==> config.mk <==
export PLATFORM = sky130hd
export DESIGN_NAME = first_fit_slot_run_allocator_core
export DESIGN_NICKNAME = d
export VERILOG_FILES = /design/src/design/ffsa_pkg.sv /design/src/design/ffsa_map_ram.sv /design/src/design/ffsa_row_unit.sv /design/src/design/first_fit_slot_run_allocator_core.sv
export SDC_FILE = /design/constraint.sdc
export NUM_CORES = 2
export LEC_CHECK = 0
export BUFFER_PORTS_ARGS = -buffer_cell sky130_fd_sc_hd__buf_4
export CAP_MARGIN = 20
export CORE_ASPECT_RATIO = 0.9
export CORE_MARGIN = 1.5
export CORE_UTILIZATION = 30
export DETAILED_ROUTE_END_ITERATION = 10
export PLACE_DENSITY = 0.45
export SKIP_CTS_REPAIR_TIMING = 1
export SYNTH_ARGS = -nofsm -noshare
export SYNTH_HDL_FRONTEND = slang
export SYNTH_SLANG_ARGS = --single-unit
export TNS_END_PERCENT = 30
==> constraint.sdc <==
create_clock -name clk -period 8.8 [get_ports clk]
set_input_delay 1.32 -clock clk [delete_from_list [all_inputs] [get_ports clk]]
set_output_delay 1.32 -clock clk [all_outputs]
set_load 0.02 [all_outputs]
==> src/design/ffsa_pkg.sv <==
// shared types and constants for the first-fit slot-run allocator
// no dependencies; every other file of the block imports this package
package ffsa_pkg;

  // default sizing handed to the top level parameters
  localparam int DEF_MAX_SLOTS  = 512;
  localparam int DEF_SLOT_SHIFT = 23;

  // slot count the pool register holds after reset
  localparam int RESET_SLOTS = 512;

  // used-bit map is stored as rows of this many slots
  localparam int ROW_SLOTS = 8;
  localparam int ROW_SHIFT = 3;
  localparam int CNT_W     = $clog2(ROW_SLOTS + 1);

  // configuration register width
  localparam int CFG_W = 10;

  // request codes
  localparam logic [1:0] OP_ALLOC = 2'd0;
  localparam logic [1:0] OP_FREE  = 2'd1;
  localparam logic [1:0] OP_PROBE = 2'd2;

  // highest supported resource kind
  localparam logic [1:0] KIND_MAX = 2'd1;

  // request beat
  typedef struct packed {
    logic [1:0]  opcode;
    logic [31:0] request_bytes;
    logic [1:0]  alloc_kind;
    logic [8:0]  free_start;
    logic [9:0]  free_count;
  } ffsa_in_t;

  // result beat
  typedef struct packed {
    logic        success;
    logic [8:0]  start_slot;
    logic [9:0]  slot_count;
    logic [9:0]  free_slots;
    logic        pool_empty;
  } ffsa_out_t;

endpackage

==> src/design/ffsa_map_ram.sv <==
// used-bit map storage: one row of slots per word, registered read
// per-row valid flags make a cleared row read as all free; uses ffsa_pkg
module ffsa_map_ram import ffsa_pkg::*; #(
  parameter int ROWS = 64,
  parameter int RW   = 6
) (
  input  logic                 clk,
  input  logic                 rst,
  input  logic                 clear,
  input  logic                 we,
  input  logic [RW-1:0]        waddr,
  input  logic [ROW_SLOTS-1:0] wdata,
  input  logic [RW-1:0]        raddr,
  output logic [ROW_SLOTS-1:0] rdata
);

  logic [ROW_SLOTS-1:0] mem [ROWS];
  logic [ROWS-1:0]      row_valid;
  logic [ROW_SLOTS-1:0] rd_raw;
  logic                 rd_vld;

  // row storage and registered read
  always_ff @(posedge clk) begin
    if (we) begin
      mem[waddr] <= wdata;
    end
    rd_raw <= mem[raddr];
    rd_vld <= row_valid[raddr];
  end

  // row valid flags, cleared at once on reset or pool clear
  always_ff @(posedge clk) begin
    if (rst || clear) begin
      row_valid <= '0;
    end else if (we) begin
      row_valid[waddr] <= 1'b1;
    end
  end

  // a row never written reads as all free
  assign rdata = rd_vld ? rd_raw : '0;

endmodule

==> src/design/ffsa_row_unit.sv <==
// shared row unit: scans one map row for a free run and builds the marked
// and cleared versions of the row; uses ffsa_pkg
module ffsa_row_unit import ffsa_pkg::*; #(
  parameter int AW = 11,
  parameter int RW = 6
) (
  input  logic [RW-1:0]        row_idx,
  input  logic [ROW_SLOTS-1:0] row_bits,
  input  logic [AW-1:0]        run_in,
  input  logic [AW-1:0]        need,
  input  logic [AW-1:0]        pool_n,
  input  logic [AW-1:0]        lo,
  input  logic [AW-1:0]        hi,
  output logic                 found,
  output logic [AW-1:0]        found_start,
  output logic [AW-1:0]        run_out,
  output logic [ROW_SLOTS-1:0] set_row,
  output logic [ROW_SLOTS-1:0] clr_row,
  output logic [CNT_W-1:0]     clear_cnt
);

  logic [AW-1:0] base;

  assign base = AW'(row_idx) << ROW_SHIFT;

  // walk the slots of the row: run length, first fit, range mask
  always_comb begin
    logic [AW-1:0] run;
    logic [AW-1:0] slot;
    logic          free_bit;
    logic          hit;
    run         = run_in;
    found       = 1'b0;
    found_start = '0;
    set_row     = '0;
    clr_row     = '0;
    clear_cnt   = '0;
    for (int j = 0; j < ROW_SLOTS; j++) begin
      slot     = base + AW'(j);
      free_bit = !row_bits[j] && (slot < pool_n);
      run      = free_bit ? run + 1'b1 : '0;
      if (!found && free_bit && (run == need)) begin
        found       = 1'b1;
        found_start = slot + AW'(1) - need;
      end
      hit        = (slot >= lo) && (slot < hi);
      set_row[j] = row_bits[j] | hit;
      clr_row[j] = row_bits[j] & !hit;
      if (row_bits[j] && hit) begin
        clear_cnt = clear_cnt + 1'b1;
      end
    end
    run_out = run;
  end

endmodule

==> src/design/first_fit_slot_run_allocator_core.sv <==
// First-fit slot-run allocator. One request beat is taken at a time and
// walks the used-bit map one row of 8 slots per cycle through a single
// shared row unit: the request is sized and checked, an allocation or probe
// scans rows from the lowest-free hint up to the run found (at most
// ceil(pool/8) rows), an allocation or free marks or clears the rows of its
// run, and the result is loaded into the output register. The map memory
// port paces both the scan and the read-modify-write of rows. in_stall stays
// high until the result is loaded into the output register, and a result
// that waits there does not hold off the next request. A write of the pool
// size register clears the whole pool in the same cycle.
// uses ffsa_pkg, ffsa_map_ram and ffsa_row_unit
module first_fit_slot_run_allocator_core import ffsa_pkg::*; #(
  parameter int MAX_SLOTS  = DEF_MAX_SLOTS,
  parameter int SLOT_SHIFT = DEF_SLOT_SHIFT
) (
  input  logic             clk,
  input  logic             rst,
  input  logic             in_valid,
  output logic             in_stall,
  input  ffsa_in_t         in_data,
  output logic             out_valid,
  input  logic             out_stall,
  output ffsa_out_t        out_data,
  input  logic             cfg_valid,
  output logic             cfg_ready,
  input  logic [CFG_W-1:0] cfg_data
);

  localparam int CW   = $clog2(MAX_SLOTS + 1);
  localparam int AW   = (CW > 10) ? CW + 1 : 11;
  localparam int ROWS = (MAX_SLOTS + ROW_SLOTS - 1) / ROW_SLOTS;
  localparam int RW   = (ROWS > 1) ? $clog2(ROWS) : 1;
  localparam int RH   = RW + ROW_SHIFT - 1;

  localparam logic [32:0]   ROUND     = 33'((64'd1 << SLOT_SHIFT) - 64'd1);
  localparam logic [32:0]   MAX_W     = 33'(MAX_SLOTS);
  localparam logic [AW-1:0] MAX_A     = AW'(MAX_SLOTS);
  localparam logic [AW-1:0] RESET_N   = (RESET_SLOTS > MAX_SLOTS) ? AW'(MAX_SLOTS)
                                                                : AW'(RESET_SLOTS);

  typedef enum logic [2:0] {
    ST_IDLE,
    ST_PREP,
    ST_CHECK,
    ST_SEARCH,
    ST_MODIFY,
    ST_DONE
  } state_t;

  state_t        state;
  ffsa_in_t      item;
  logic [AW-1:0] pool_n;
  logic [AW-1:0] free_total;
  logic [AW-1:0] hint;
  logic [AW-1:0] need;
  logic [AW-1:0] run;
  logic [AW-1:0] lo;
  logic [AW-1:0] hi;
  logic          mod_set;
  logic [RW-1:0] eval_row;
  logic          res_ok;
  logic [AW-1:0] res_start;
  logic [AW-1:0] res_cnt;

  logic                 cfg_write;
  logic                 in_take;
  logic [AW-1:0]        cfg_n;
  logic [32:0]          need_sum;
  logic [32:0]          need_wide;
  logic [AW-1:0]        need_c;
  logic [AW-1:0]        free_end;
  logic [AW-1:0]        pool_last;
  logic [AW-1:0]        hi_last;
  logic                 alloc_ok;
  logic                 free_ok;
  logic                 search_last;
  logic                 mod_last;
  logic                 is_alloc;

  logic                 mem_we;
  logic [RW-1:0]        mem_raddr;
  logic [ROW_SLOTS-1:0] mem_wdata;
  logic [ROW_SLOTS-1:0] mem_rdata;

  logic                 ru_found;
  logic [AW-1:0]        ru_start;
  logic [AW-1:0]        ru_run;
  logic [ROW_SLOTS-1:0] ru_set;
  logic [ROW_SLOTS-1:0] ru_clr;
  logic [CNT_W-1:0]     ru_cnt;

  // handshakes
  assign cfg_ready = !rst && (state == ST_IDLE);
  assign cfg_write = cfg_valid && cfg_ready;
  assign in_stall  = rst || (state != ST_IDLE) || cfg_valid;
  assign in_take   = in_valid && !in_stall;

  // effective pool size of a register write
  assign cfg_n = (AW'(cfg_data) > MAX_A) ? MAX_A : AW'(cfg_data);

  // byte size rounded up to whole slots, capped just past the pool limit
  assign need_sum  = {1'b0, item.request_bytes} + ROUND;
  assign need_wide = need_sum >> SLOT_SHIFT;
  assign need_c    = (need_wide > MAX_W) ? AW'(MAX_SLOTS + 1) : AW'(need_wide);

  // request checks
  assign is_alloc = (item.opcode == OP_ALLOC);
  assign alloc_ok = ((item.opcode == OP_ALLOC) || (item.opcode == OP_PROBE)) &&
                    (item.request_bytes != '0) && (item.alloc_kind <= KIND_MAX) &&
                    (need <= pool_n) && (need <= free_total);
  assign free_end = AW'(item.free_start) + AW'(item.free_count);
  assign free_ok  = (item.opcode == OP_FREE) && (item.free_count != '0) &&
                    (free_end <= pool_n);

  // last rows of the scan and of the modify pass
  assign pool_last   = pool_n - AW'(1);
  assign hi_last     = hi - AW'(1);
  assign search_last = (eval_row == pool_last[RH:ROW_SHIFT]);
  assign mod_last    = (eval_row == hi_last[RH:ROW_SHIFT]);

  // map memory control
  always_comb begin
    mem_raddr = eval_row;
    mem_we    = 1'b0;
    mem_wdata = mod_set ? ru_set : ru_clr;
    case (state)
      ST_CHECK: begin
        if (alloc_ok) begin
          mem_raddr = hint[RH:ROW_SHIFT];
        end else if (free_ok) begin
          mem_raddr = RW'(AW'(item.free_start) >> ROW_SHIFT);
        end
      end
      ST_SEARCH: begin
        if (ru_found && is_alloc) begin
          mem_raddr = ru_start[RH:ROW_SHIFT];
        end else if (!ru_found && !search_last) begin
          mem_raddr = eval_row + 1'b1;
        end
      end
      ST_MODIFY: begin
        mem_we = 1'b1;
        if (!mod_last) begin
          mem_raddr = eval_row + 1'b1;
        end
      end
      default: begin
        mem_raddr = eval_row;
      end
    endcase
  end

  ffsa_map_ram #(
    .ROWS (ROWS),
    .RW   (RW)
  ) u_map (
    .clk   (clk),
    .rst   (rst),
    .clear (cfg_write),
    .we    (mem_we),
    .waddr (eval_row),
    .wdata (mem_wdata),
    .raddr (mem_raddr),
    .rdata (mem_rdata)
  );

  ffsa_row_unit #(
    .AW (AW),
    .RW (RW)
  ) u_row (
    .row_idx     (eval_row),
    .row_bits    (mem_rdata),
    .run_in      (run),
    .need        (need),
    .pool_n      (pool_n),
    .lo          (lo),
    .hi          (hi),
    .found       (ru_found),
    .found_start (ru_start),
    .run_out     (ru_run),
    .set_row     (ru_set),
    .clr_row     (ru_clr),
    .clear_cnt   (ru_cnt)
  );

  // sequencer, pool state and result register
  always_ff @(posedge clk) begin
    if (rst) begin
      state      <= ST_IDLE;
      pool_n     <= RESET_N;
      free_total <= RESET_N;
      hint       <= '0;
      out_valid  <= 1'b0;
    end else begin
      if ((state == ST_DONE) && (!out_valid || !out_stall)) begin
        out_valid <= 1'b1;
      end else if (out_valid && !out_stall) begin
        out_valid <= 1'b0;
      end
      case (state)
        ST_IDLE: begin
          if (cfg_write) begin
            pool_n     <= cfg_n;
            free_total <= cfg_n;
            hint       <= '0;
          end else if (in_take) begin
            item  <= in_data;
            state <= ST_PREP;
          end
        end
        ST_PREP: begin
          need  <= need_c;
          state <= ST_CHECK;
        end
        ST_CHECK: begin
          res_start <= '0;
          res_cnt   <= '0;
          run       <= '0;
          if (alloc_ok) begin
            res_ok   <= 1'b0;
            eval_row <= hint[RH:ROW_SHIFT];
            state    <= ST_SEARCH;
          end else if (free_ok) begin
            lo       <= AW'(item.free_start);
            hi       <= free_end;
            mod_set  <= 1'b0;
            eval_row <= RW'(AW'(item.free_start) >> ROW_SHIFT);
            res_ok   <= 1'b1;
            if (AW'(item.free_start) < hint) begin
              hint <= AW'(item.free_start);
            end
            state <= ST_MODIFY;
          end else begin
            res_ok <= 1'b0;
            state  <= ST_DONE;
          end
        end
        ST_SEARCH: begin
          if (ru_found) begin
            res_ok  <= 1'b1;
            res_cnt <= need;
            if (is_alloc) begin
              res_start  <= ru_start;
              lo         <= ru_start;
              hi         <= ru_start + need;
              mod_set    <= 1'b1;
              eval_row   <= ru_start[RH:ROW_SHIFT];
              free_total <= free_total - need;
              if (ru_start == hint) begin
                hint <= ru_start + need;
              end
              state <= ST_MODIFY;
            end else begin
              state <= ST_DONE;
            end
          end else if (search_last) begin
            state <= ST_DONE;
          end else begin
            run      <= ru_run;
            eval_row <= eval_row + 1'b1;
          end
        end
        ST_MODIFY: begin
          if (!mod_set) begin
            free_total <= free_total + AW'(ru_cnt);
          end
          if (mod_last) begin
            state <= ST_DONE;
          end else begin
            eval_row <= eval_row + 1'b1;
          end
        end
        ST_DONE: begin
          if (!out_valid || !out_stall) begin
            out_data.success    <= res_ok;
            out_data.start_slot <= res_start[8:0];
            out_data.slot_count <= res_cnt[9:0];
            out_data.free_slots <= free_total[9:0];
            out_data.pool_empty <= (free_total == pool_n);
            state               <= ST_IDLE;
          end
        end
        default: begin
          state <= ST_IDLE;
        end
      endcase
    end
  end

endmodule
==> qor.csv <==
metric;value;unit
status;complete, but fails checks;
failed_checks;negative setup slack;
grt_pass1_wl;210400;um
nets;4446;
synth_area;42030;um^2
via_per_inst;5.238;
n_antenna_cell;0;
p_per_area;310.6;nW/um^2
syn2layout_area_growth;26.65;%
boundaryPins;104;
worstRegToRegCells;41;
grt_usage;20.05;%
min_path_type;flip-flop to flip-flop;
tightest_slew;1.111;ns
synthesis.instances;3648;
grt_overflow;0;
synth_nets;3849;
multi_input_area;19660;um^2
worst_setup_path_end_kind;flip-flop;
synth_edf_count;667;
antenna_found_initial;7;
maxCapViolCount;0;
yosysSeqAreaShare;52.84;%
critPathRequiredTime;9.36;ns
cpMostUsedCell;ha_4;
total_power;16.53;mW
htree_levels;3;
coreArea;139400;um^2
die_area;142400;um^2
synth_flop_cell;edfxtp_1;
hp-start;res_cnt[5];
post-route-util;38.19;%
holdPathEnd;out_data[16];
drive_above_1_share;26.55;%
die_height;358.1;um
drtPass1Iterations;6;
cts_buffer_depth;3;
clkLatencyLatePin;0.71;ns
drc;0;
gp_congestion;0.9156;
routed_wl;146900;um
hold_ws;0.4166;ns
async_flop_share;0;%
worst_r2r_startpoint;eval_row[1];
cp_max_fo;8;
max_slew_margin;25.13;%
syn_avg_cell_area;11.52;um^2
r2r_slack;-0.61;ns
cpPeakStageDelay;0.45;ns
cts_sinks;776;
r2r-end;u_map.rd_raw[7];
start_util;30.15;%
yosysWarningCount;0;
cts_tree;done;
setup_viol;19;
start_kind;flip-flop;
fin_area;53240;um^2
worstPathArrival;9.97;ns
hpwl;105000;um
skew;0.03791;ns
rsz0062_at_grt;true;
rows;130;
setup_ws;-0.6051;ns
netlist-cell-type-count;120;
finalCritPeriodShare;106.9;%
fill_cells;13550;
io_buffers;102;
placed_area;48830;um^2
ff_latch_area;22210;um^2
holdPathStages;0;
vias;32330;
numCtsBuffers;91;
crit_type;flip-flop to flip-flop;
vdd_drop_max;0.0001821;V
die_w;397.6;um
final.setup.tns;-7.034;ns
max_freq;0.1063;GHz
clk_pin_slew;0.06;ns
final_hold_viol_count;0;
slowest_stage;a2111o_1;
p_leak;19.80;nW
slew_violations;0;
wl_per_cell;23.80;um
ys_seq_elements;776;
finalCriticalPeriod;9.405;ns
cts_root_buffer;clkbuf_16;
drt_iter0_drc;2965;
ant_nets;0;
grt_pass1_vias;30910;
grt_max_degree;72;
-- critical path: cells and delay by family (launching register included) --
family / cells / cell delay [ns]
AOI/OAI and AO/OA: 14 / 3.00
adders and majority gates: 4 / 0.90
buffers and inverters: 9 / 1.38
DFF: 1 / 0.44
muxes: 2 / 0.34
and+or+nand+nor: 12 / 3.21
-- per-layer routing --
metal / wire length, um / up-vias / global-route usage, %
met1: 72770 / 16060 / 30.53
met4: 3080 / 4 / 4.786
met2: 60660 / 997 / 28.69
met5: 23 / - / 0
met3: 10350 / 164 / 4.103
li1: - / 15100 / -
-- cell type report --
cell class	instances	share of cell area (%)
timing repair buffer	695	10.68
multi-input combinational	2558	36.92
sequential	776	41.72
clock inverter	44	0.6675
inverter	123	0.8720
clock buffer	128	4.790
tap	1848	4.343
-- worst max path at each step --
stage | start | endpoint | cells past startpoint | slack, ns
3_5_place_dp | eval_row[1] | u_map.rd_raw[4] | 38 | -0.94
5_1_grt | eval_row[1] | u_map.rd_raw[7] | 41 | -0.87
6_report | eval_row[1] | u_map.rd_raw[7] | 41 | -0.61
4_1_cts | eval_row[1] | u_map.rd_raw[4] | 36 | -0.98
2_1_floorplan | eval_row[2] | hint[10] | 50 | -0.11
3_3_place_gp | eval_row[1] | u_map.rd_raw[4] | 36 | -0.87
-- synthesized netlist by cell type (21+ instances only) --
cell type	count	area, um^2
a221oi_1	26	227.7
a22oi_1	25	187.7
o21a_1	77	578.1
mux2_2	55	619.3
o211ai_1	22	165.2
nor2_1	231	867.1
a21oi_1	145	725.7
nand2b_1	33	206.5
nor3_1	67	335.3
ha_1	121	1514
clkbuf_1	104	390.4
xor2_1	51	446.7
inv_1	113	424.2
a21o_1	45	337.8
nand3_1	164	820.8
a31oi_1	26	162.7
xnor2_1	148	1296
and3_1	24	150.1
nand4_1	53	331.6
mux2i_1	235	2352
edfxtp_1	667	20030
and2_1	25	156.4
a2bb2oi_1	32	280.3
nor2b_1	39	244.0
a211oi_1	46	345.3
dfxtp_1	109	2182
nand2_1	270	1013
buf_2	47	235.2
o21ai_0	152	760.7
or3_1	27	168.9
a32oi_1	21	183.9
nor4_1	52	325.3
-- power breakdown --
| group | leakage, nW | internal [mW] | switching [mW] |
|---|---|---|---|
| Combinational | 11.4 | 3.81 | 4.63 |
| Sequential | 7.02 | 4.26 | 0.127 |
| Clock | 1.42 | 2.14 | 1.55 |
| Total | 19.8 | 10.2 | 6.31 |
-- cells in the final DEF, fill, tap and decap left out, types with 44 or more instances in the layout --
master,Yosys,layout
mux2_2,55,54
nor2_1,231,220
xnor2_1,148,144
xor2_1,51,47
nor3_1,67,59
buf_4,18,647
nand2_1,270,264
o21ai_0,152,135
o21a_1,77,77
dfxtp_1,109,109
mux2i_1,235,228
a21o_1,45,44
a21oi_1,145,131
ha_1,121,111
nand4_1,53,53
edfxtp_1,667,667
nand3_1,164,160
clkbuf_16,0,97
inv_1,113,108
-- registers in the layout (all words and copies together), names as in the netlist, 3 cells and up --
name,count
lo,11
out_data,31
hint,11
need,10
eval_row,6
pool_n,10
u_map.row_valid,64
u_map.rd_raw,8
run,11
u_map.mem,512
res_cnt,10
res_start,9
state,3
hi,11
item,54
free_total,11
-- cells by family after synthesis --
logic type | Yosys count | share of synthesized area [%]
xor gates and xnor gates | 208 | 4.495
adders and majority gates | 131 | 4.078
muxes | 320 | 8.346
AOI/OAI and AO/OA | 822 | 13.94
DFF | 776 | 52.84
and+or+nand+nor | 1077 | 13.05
buffers and inverters | 314 | 3.248
-- through the flow --
step                      instances  setup slack [ns]
final                          6172           -0.6051
after global placement         5936           -0.8675
after detailed placement       5937           -0.9368
after CTS                      6109           -0.9843
after global routing           6172           -0.8668
after floorplan                3648           -0.1121
Power figures use the tool's default switching activity.
